===== src/sv/pspm_pkg.sv =====
package pspm_pkg;

  // Default sizes of the player
  localparam int NUM_VOICES_DEF  = 8;
  localparam int NUM_SLOTS_DEF   = 16;
  localparam int SLOT_FRAMES_DEF = 4096;
  localparam int BASE_NOTE_DEF   = 36;

  // Fixed field widths
  localparam int SLOT_FW    = 4;
  localparam int WADDR_FW   = 12;
  localparam int SAMPLE_FW  = 16;
  localparam int COUNT_FW   = 13;
  localparam int CHAN_FW    = 4;
  localparam int NOTE_FW    = 7;
  localparam int VEL_FW     = 7;
  localparam int MASK_FW    = 8;

  // Full-scale velocity and the reciprocal used to divide by it
  localparam int VEL_FULL    = 127;
  localparam int RECIP_SHIFT = 29;
  localparam int RECIP_MUL   = ((1 << RECIP_SHIFT) + VEL_FULL - 1) / VEL_FULL;
  localparam int RECIP_W     = 23;

  // Mixer limits
  localparam logic signed [SAMPLE_FW:0] MIX_MAX = 17'sd32767;
  localparam logic signed [SAMPLE_FW:0] MIX_MIN = -17'sd32768;

  // Configuration register
  localparam logic [CHAN_FW-1:0] CHANNEL_RESET      = 4'd2;
  localparam logic               REG_LISTEN_CHANNEL = 1'b0;

  typedef enum logic [1:0] {
    FUNC_LOAD   = 2'd0,
    FUNC_LENGTH = 2'd1,
    FUNC_NOTE   = 2'd2,
    FUNC_TICK   = 2'd3
  } func_t;

  typedef enum logic [1:0] {
    ST_IDLE,
    ST_MIX,
    ST_DONE
  } state_t;

  typedef struct packed {
    func_t                        func;
    logic [SLOT_FW-1:0]           slot;
    logic [WADDR_FW-1:0]          word_address;
    logic signed [SAMPLE_FW-1:0]  sample_word;
    logic [COUNT_FW-1:0]          frame_count;
    logic [CHAN_FW-1:0]           channel;
    logic [NOTE_FW-1:0]           note;
    logic [VEL_FW-1:0]            velocity;
    logic                         is_note_on;
  } item_t;

  typedef struct packed {
    logic signed [SAMPLE_FW-1:0]  mix_sample;
    logic [MASK_FW-1:0]           active_mask;
  } frame_t;

endpackage


===== src/sv/pspm_scale.sv =====
module pspm_scale import pspm_pkg::*; (
  input  logic                        clk,
  input  logic                        rst,
  input  logic                        valid,
  input  logic signed [SAMPLE_FW-1:0] sample,
  input  logic [VEL_FW-1:0]           velocity,
  output logic                        busy,
  output logic                        scaled_valid,
  output logic signed [SAMPLE_FW-1:0] scaled
);

  localparam int PROD_W  = SAMPLE_FW + VEL_FW + 1;
  localparam int MAG_W   = PROD_W - 2;
  localparam int RPROD_W = MAG_W + RECIP_W;

  logic                       prod_valid;
  logic signed [PROD_W-1:0]   prod;
  logic                       recip_valid;
  logic                       recip_neg;
  logic [RPROD_W-1:0]         recip_prod;
  logic [PROD_W-1:0]          mag;
  logic [SAMPLE_FW-1:0]       quot;

  // sample times velocity
  always_ff @(posedge clk) begin
    if (rst) begin
      prod_valid <= 1'b0;
    end else begin
      prod_valid <= valid;
    end
    prod <= PROD_W'(sample) * PROD_W'(signed'({1'b0, velocity}));
  end

  // magnitude times reciprocal of 127, truncates toward zero
  assign mag = prod[PROD_W-1] ? PROD_W'(-prod) : PROD_W'(prod);

  always_ff @(posedge clk) begin
    if (rst) begin
      recip_valid <= 1'b0;
    end else begin
      recip_valid <= prod_valid;
    end
    recip_neg  <= prod[PROD_W-1];
    recip_prod <= RPROD_W'(mag[MAG_W-1:0]) * RPROD_W'(RECIP_MUL);
  end

  assign quot         = recip_prod[RECIP_SHIFT +: SAMPLE_FW];
  assign scaled       = recip_neg ? SAMPLE_FW'(-quot) : SAMPLE_FW'(quot);
  assign scaled_valid = recip_valid;
  assign busy         = prod_valid | recip_valid;

endmodule


===== config.mk =====
export PLATFORM = sky130hd
export DESIGN_NAME = pspm_scale
export DESIGN_NICKNAME = d
export VERILOG_FILES = /design/src/sv/pspm_pkg.sv /design/src/sv/pspm_scale.sv
export SDC_FILE = /design/constraint.sdc
export NUM_CORES = 1
export LEC_CHECK = 0
export ABC_AREA = 0
export BUFFER_PORTS_ARGS = -buffer_cell sky130_fd_sc_hd__buf_2
export CORE_MARGIN = 4
export CORE_UTILIZATION = 31
export DETAILED_ROUTE_END_ITERATION = 8
export GPL_TIMING_DRIVEN = 0
export PLACE_DENSITY_LB_ADDON = 0.08
export RECOVER_POWER = 50
export SYNTH_ARGS = -nofsm -noshare
export SYNTH_HDL_FRONTEND = slang
export SYNTH_SLANG_ARGS = --single-unit
export TNS_END_PERCENT = 50

===== constraint.sdc =====
create_clock -name clk -period 8.8 [get_ports clk]
set_input_delay 2.2 -clock clk [delete_from_list [all_inputs] [get_ports clk]]
set_output_delay 2.2 -clock clk [all_outputs]
set_load 0.01 [all_outputs]

### After elaboration in Yosys (flattened, before gate mapping)

Cells that the tools add are included.

* output and inout bits: 18
* input port bits: 26
* RAM bits: 0
* logic and storage cells: 12
* memory bits (read-only): 0
* latch bits: 0
* memories kept: 0
* register bits: 72

* multiplexer cells: 2
* magnitude comparators: 0
* shift operators: 0
* multipliers: 2
* eq/ne operators: 0
* add/sub/neg operators: 2
* reduce and logical (&&, ||, !) cells: 0
* div/mod/pow operators: 0
* bitwise logic cells: 1

Operator list (count)
* multiplier 22 x 23 -> 45 bit (second input constant): 1
* multiplier 16 x 8 -> 24 bit: 1
* 2-to-1 mux 22 bit: 1
* negation 22 bit: 1
* 2-to-1 mux 16 bit: 1
* negation 16 bit: 1
* OR 1 bit: 1

### Logic depth before layout (Yosys ltp)

Gate-level depths: netlist of the first run.

* depth after elaboration: 3
* depth in mapped cells: 26
* mapped depth without buffers: 26

### Worst setup path after synthesis of the first run

No wires, ideal clock.

* path kind: register to register
* start point: reg prod[7]
* end point: reg recip_prod[40]
* data required time: 8.728 ns
* clock period less this slack: 6.860 ns
* data arrival time: 6.787 ns
* path slack: 1.940 ns
* cell stages (with the launch flop): 24
* path buffers: 0
* setup time: 0.072 ns
* cell sequence: dfxtp_1 or4_4 or3_1 or3_1 or4_4 o21ai_0 xnor2_1 ha_1 ha_1 inv_1 fa_1 fa_1 inv_1 fa_1 ha_1 ha_1 and3_1 a221o_1 a311oi_1 o21ai_0 a211oi_1 a21oi_1 o21ai_0 xnor2_1

* cells in the longest elaborated chain, start to end: 3

RTL lines
* start, declared: RTL line pspm_scale.sv:17 `logic signed [PROD_W-1:0] prod;`
* start signal, assigned: RTL line pspm_scale.sv:31 `prod <= PROD_W'(sample) * PROD_W'(signed'({1'b0, velocity}));`
* negation 22 bit: RTL line pspm_scale.sv:35 `assign mag = prod[PROD_W-1] ? PROD_W'(-prod) : PROD_W'(prod);`
* 2-to-1 mux 22 bit *: RTL line pspm_scale.sv:35
* multiplier 22 x 23 -> 45 bit *: RTL line pspm_scale.sv:44 `recip_prod <= RPROD_W'(mag[MAG_W-1:0]) * RPROD_W'(RECIP_MUL);`
* end signal, assigned: RTL line pspm_scale.sv:44
* end, declared: RTL line pspm_scale.sv:20 `logic [RPROD_W-1:0] recip_prod;`

Mark *: on every way between the ends. The rest lies on a longest branch, timed or not.
A chain may end at the register's enable or synchronous reset.

### Final worst setup path of the first run

Same ends and word-level chain as after synthesis.

==> results of run 1 <==
==> cell usage after synthesis, types with 2 or more instances <==
master	count
o31ai_1	15
and3_1	6
nand2_1	49
or4_1	4
a31oi_1	4
nand3_1	10
a211o_1	3
o41ai_1	2
nor3_1	11
or2_2	2
o21a_1	6
a211oi_1	4
or4_4	2
o21bai_1	3
nand2b_1	6
nor2b_1	12
nor2_1	26
o211ai_1	3
or3_1	7
o21ai_0	22
a21boi_0	5
fa_1	118
inv_1	216
xor2_1	12
a21oi_1	32
a21o_1	7
xnor2_1	54
clkbuf_1	10
nand4_1	4
and2_1	85
ha_1	219
dfxtp_1	42
==> metrics by stage <==
stage               worst slack [ns]  utilization (%)  area [sq um]  cells
finish                          1.04             34.3         10200   1457
global route                   0.520             34.3         10200   1457
CTS                            0.919             34.4         10200   1457
detailed placement             0.957             33.9         10100   1449
global placement               0.970             33.9         10100   1449
floorplan                       1.94                -          9370   1016
==> state kept, by name, indices dropped and copies added, names as in the netlist <==
name / cells
prod: 23
scaled_valid: 1
recip_prod: 16
prod_valid: 1
recip_neg: 1
==> worst max-delay path by stage <==
stage	startpoint	endpoint	cells after the start
2_1_floorplan	prod[7]$_DFF_P_	recip_prod[40]$_DFF_P_	23
3_3_place_gp	prod[7]$_DFF_P_	recip_prod[40]$_DFF_P_	23
3_5_place_dp	prod[7]$_DFF_P_	recip_prod[40]$_DFF_P_	23
4_1_cts	prod[7]$_DFF_P_	recip_prod[40]$_DFF_P_	23
5_1_grt	prod[7]$_DFF_P_	recip_prod[40]$_DFF_P_	23
6_report	prod[7]$_DFF_P_	recip_prod[40]$_DFF_P_	23
==> kinds of logic (layout without fill, tap and decap cells) <==
family	Yosys count	in the layout	share of synthesized area, %
simple gates	227	227	13.1
xor+xnor	67	67	6.34
compound gates	114	114	7.88
mux	1	1	0.107
buf+inv	228	279	9.17
fa+ha+maj	337	337	54.5
flops	42	42	8.97
==> area by class of cell <==
| cell class | instances | area, sq um |
|---|---|---|
| timing repair buffer | 43 | 191 |
| multi-input combinational | 746 | 7670 |
| tap | 390 | 488 |
| inverter | 217 | 815 |
| sequential | 42 | 841 |
| clock inverter | 1 | 8.76 |
| buffer | 11 | 45.0 |
| fill | 3164 | 19500 |
| clock buffer | 7 | 143 |
==> routing by layer <==
metal  vias up  track usage, %  wire [microns]  part of all wire [%]
met2        53            21.6            9050                    46
met1      2987            17.6           10000                    51
met4         0            2.07             161                  0.82
met5         -               0               0                     0
met3         9           0.901             350                   1.8
li1       3363               -               -                     -
==> run metrics, run 1 <==
die width 182 microns; antenna cells 0; #FFs+latches synth 42; Reg2Reg Capture Point recip_prod[40]$_DFF_P_; Hold WS 0.458 ns; worst r2r path cells 23; DRC 0; CTS clk-pin slew, worst paths about 0.060 ns; number of CTS-inserted buffers 5; clock tree sinks 42; die height 182 microns; die area 0.0331 sq mm; vias roughly 6400; slowest stage cell, crit path a211oi_1; CP cell instances or4_4 -> or3_1 -> or3_1 -> or4_4 -> o21ai_0 -> xnor2_1 -> ha_1 -> ha_1 -> inv_1 -> fa_1 -> fa_1 -> inv_1 -> fa_1 -> ha_1 -> ha_1 -> a21o_1 -> a221o_1 -> a311oi_1 -> o21ai_0 -> a211oi_1 -> a21oi_1 -> o21ai_0 -> xnor2_1; syn_nets approximately 1400; all-layer global routing usage between 10 and 15%; setup repair bufs after CTS 0; # resized after CTS 0; H-Tree Depth 2; ys flop type dfxtp_1; largest net degree at the start of global routing 14; row cnt 63; initial DRC count roughly 150; Syn Std Cell Area about 0.0094 sq mm; PortBufs 43; Worst-Skew Late Latency slightly below 0.3 ns; hold_sp prod_valid$_SDFF_PP0_; Synth warnings 0; Crit path largest cell delay around 0.62 ns; cell count after synthesis approximately 1000; TNS Setup 0 ns; number of enable flip-flop cells after synthesis 0; Max Slew Vio Count 0; Syn Area/Cell just over 9 sq um; CTS Hold Bufs 0; Synth top area share 29.2%; worst hold stages 1; 1st-pass router iterations 6; P&R area growth vs syn 8.87%; sequential area share after synthesis under 10%; first-pass GRT wire length ~34000 microns; initial core utilization between 30% and 40%; Crit path max-delay family adder cells; reg2reg setup slack about 1.0 ns; Synth area leader ha_1; Synth area leaders ha_1 (29%), fa_1 (25%), dfxtp_1 (9.0%); core area 0.0297 sq mm; RSZ-0062 raised after global routing no; commonest cells after routing, fill and taps aside ha_1 (219), inv_1 (216), fa_1 (118); startpoint types flip-flop; layout cells sized above 1 between 3 and 4%; fin crit share between 80% and 90%; commonest non-fill, non-tap cell in the layout ha_1; routed len/inst between 10 and 15 microns; result of the run complete, no violations; Finish-stage setup viols 0; hold worst-path end scaled_valid$_SDFF_PP0_; GP Congestion between 0.7 and 0.8; initial antenna violation count 0; CP Data Arrival Time 7.98 ns; CTS tree done; post-synth cell types 47; clock skew roughly 0.0034 ns; clock tree buffer depth 2; vias in the first global route slightly below 7000; WP buf/inv 2; Worst Tran Pin Value 0.784 ns; Post-Route WL 19600 microns; crit path capture type flip-flop; Max-cap violations 0; vias per inst between 4 and 5; post-route ant nets 0; Period minus WS final 7.76 ns; Worst Path Class, Setup reg -> reg; CP Max Fanout 5; I/O pins between 40 and 50; Max-Slew Margin vs Limit 47.4%; FMAX 129 MHz; layout net count between 1000 and 1500; Clock Root Buffer clkbuf_16; critical path's most frequent cell ha_1; Synth async-reset ratio 0%; Required @ worst endpoint about 9.0 ns; worst hold-check path type reg -> reg; Fin. Hold Viols 0; Final HPWL DP roughly 18000 microns; global route total overflow 0; reg2reg start prod[7]$_DFF_P_
Power of run 1 is not shown: default switching activity piles up to over one toggle a cycle in this logic, so the estimate is an artifact.
==> run 2: changes to the inputs <==
--- a/config.mk
+++ b/config.mk
@@ -7,6 +7,8 @@
 export LEC_CHECK = 0
 export ABC_AREA = 0
 export BUFFER_PORTS_ARGS = -buffer_cell sky130_fd_sc_hd__buf_2
+export CELL_PAD_IN_SITES_DETAIL_PLACEMENT = 1
+export CELL_PAD_IN_SITES_GLOBAL_PLACEMENT = 1
 export CORE_MARGIN = 4
 export CORE_UTILIZATION = 31
 export DETAILED_ROUTE_END_ITERATION = 8
==> run metrics, run 2 (synthesized netlist as in run 1, its figures left out) <==
Layout fillers 3440 (+8.7%); I/O pins 44 (unchanged); Critical Path End recip_prod[40]$_DFF_P_; Worst-Skew Late Latency 0.30 ns (about the same); DRC 0 (unchanged); slowest stage cell, crit path a211oi_1; Post-Layout Cell Count 1457 (unchanged); layout cells sized above 1 3.75% (unchanged); CTS Hold Bufs 0 (unchanged); total placed cells including tap cells 1449 (unchanged); P&R area growth vs syn 9.09%; die height 182 microns (unchanged); clock skew 0.00662 ns (+0.00317 ns); FMAX 128 MHz (-0.58%); antenna cells 0 (unchanged); largest net degree at the start of global routing 16 (+2); Max-Slew Margin vs Limit 43.4% (-3.9 points); largest registers prod x23, recip_prod x16; vias 6543 (+2.0%); Final HPWL DP 19300 microns (+8.2%); PortBufs 43 (unchanged); Finish-stage setup viols 0 (unchanged); result of the run complete, no violations; Max-cap violations 0 (unchanged); layer with the highest usage met2; met2 usage 23.5% (+1.9 points); GP Congestion 0.768 (-2.1%); 1st-pass router iterations 4 (-2); global route total overflow 0 (unchanged); row cnt 63 (unchanged); CP cell instances or4_4 -> or3_1 -> or3_1 -> or4_4 -> o21ai_0 -> xnor2_1 -> ha_1 -> ha_1 -> inv_1 -> fa_1 -> fa_1 -> inv_1 -> fa_1 -> ha_1 -> ha_1 -> and3_1 -> a221o_1 -> a311oi_1 -> o21ai_0 -> a211oi_1 -> a21oi_1 -> o21ai_0 -> xnor2_1; initial DRC count 127 (-14%); initial antenna violation count 0 (unchanged); Fin. Hold Viols 0 (unchanged); RSZ-0062 raised after global routing no; core area 0.0297 sq mm (unchanged); worst hold stages 1 (unchanged); initial core utilization 31.5% (unchanged); # resized after CTS 0 (unchanged); first-pass GRT wire length 37500 microns (+9.2%); crit path capture type flip-flop; Setup crit start prod[7]$_DFF_P_; H-Tree Depth 2 (unchanged); vias per inst 4.49 (+2.0%); DP Area 0.0101 sq mm (unchanged); reg2reg setup slack 1.0 ns (-0.05 ns); post-route ant nets 0 (unchanged); CP Data Arrival Time 8.04 ns (+0.06 ns); Clock Root Buffer clkbuf_16; Max Slew Vio Count 0 (unchanged); met1 Usage GRT 19.0% (+1.3 points); Worst Path Class, Setup reg -> reg; CTS clk-pin slew, worst paths 0.06 ns (about the same); CTS tree done; Critical Path Stages 23 (unchanged); CP Max Fanout 5 (unchanged); startpoint types flip-flop; clock tree sinks 42 (unchanged); all-layer global routing usage 13.6% (+1.0 points); layout net count 1429 (unchanged); Crit path largest cell delay 0.66 ns (+0.04 ns); worst hold-check path type reg -> reg; Required @ worst endpoint 9.03 ns (about the same); fin crit share 88.6% (+0.51 points); Worst Tran Pin Value 0.842 ns (+0.0586 ns); routed len/inst 14.3 microns (+6.7%); vias in the first global route 7499 (+8.8%); TNS Setup 0 ns (unchanged); WP buf/inv 2 (unchanged); Reg2Reg Capture Point recip_prod[40]$_DFF_P_; commonest non-fill, non-tap cell in the layout ha_1; Post-Route WL 20900 microns (+6.7%); worst r2r path cells 23 (unchanged); Finished Cell Area 0.0102 sq mm (+0.21%); reg2reg start prod[7]$_DFF_P_; critical path's most frequent cell ha_1; setup repair bufs after CTS 0 (unchanged); number of CTS-inserted buffers 5 (unchanged); Most flops, register prod; Period minus WS final 7.80 ns (+0.0450 ns); Crit path max-delay family adder cells; max FFs per register 23 (unchanged); commonest cells after routing, fill and taps aside ha_1 (219), inv_1 (216), fa_1 (118); die area 0.0331 sq mm (unchanged); die width 182 microns (unchanged); met3 usage 1.26% (+0.36 points); clock tree buffer depth 2 (unchanged)
==> run 2: stage by stage <==
step	hold slack [ns]	utilization (%)	setup WS, ns
after floorplan	0.407	-	1.94
after global placement	0.442	33.9	0.900
after detailed placement	0.451	33.9	0.950
after CTS	0.461	34.5	0.898
after global routing	0.468	34.4	0.436
final	0.465	34.4	0.999
==> run 2: cell type report <==
class	count	area (sq um)	share of cell area, %
plain buffers	11	45.0	0.441
clock buffers	5	125	1.22
clock inverters	3	48.8	0.477
inverters	217	815	7.97
multi-input cells	746	7670	75.0
flip-flops and latches	42	841	8.23
well taps	390	488	4.77
repair buffers	43	190	1.86
==> run 2: how the worst min path moves through the flow <==
stage	start	endpoint	slack [ns]
finish	prod_valid$_SDFF_PP0_	scaled_valid$_SDFF_PP0_	0.46
global route	prod_valid$_SDFF_PP0_	scaled_valid$_SDFF_PP0_	0.47
CTS	prod_valid$_SDFF_PP0_	scaled_valid$_SDFF_PP0_	0.46
detailed placement	prod_valid$_SDFF_PP0_	scaled_valid$_SDFF_PP0_	0.45
global placement	prod_valid$_SDFF_PP0_	scaled_valid$_SDFF_PP0_	0.44
floorplan	prod[23]$_DFF_P_	recip_neg$_DFF_P_	0.41
==> run 2: per-layer routing <==
metal,vias to the layer above,part of all wire [%],routed length [microns]
li1,3358,-,-
met1,3134,51,10600
met2,44,47,9890
met3,7,1.5,324
met4,0,0.64,133
met5,-,0,0
Power of run 2 is left out for the same reason.
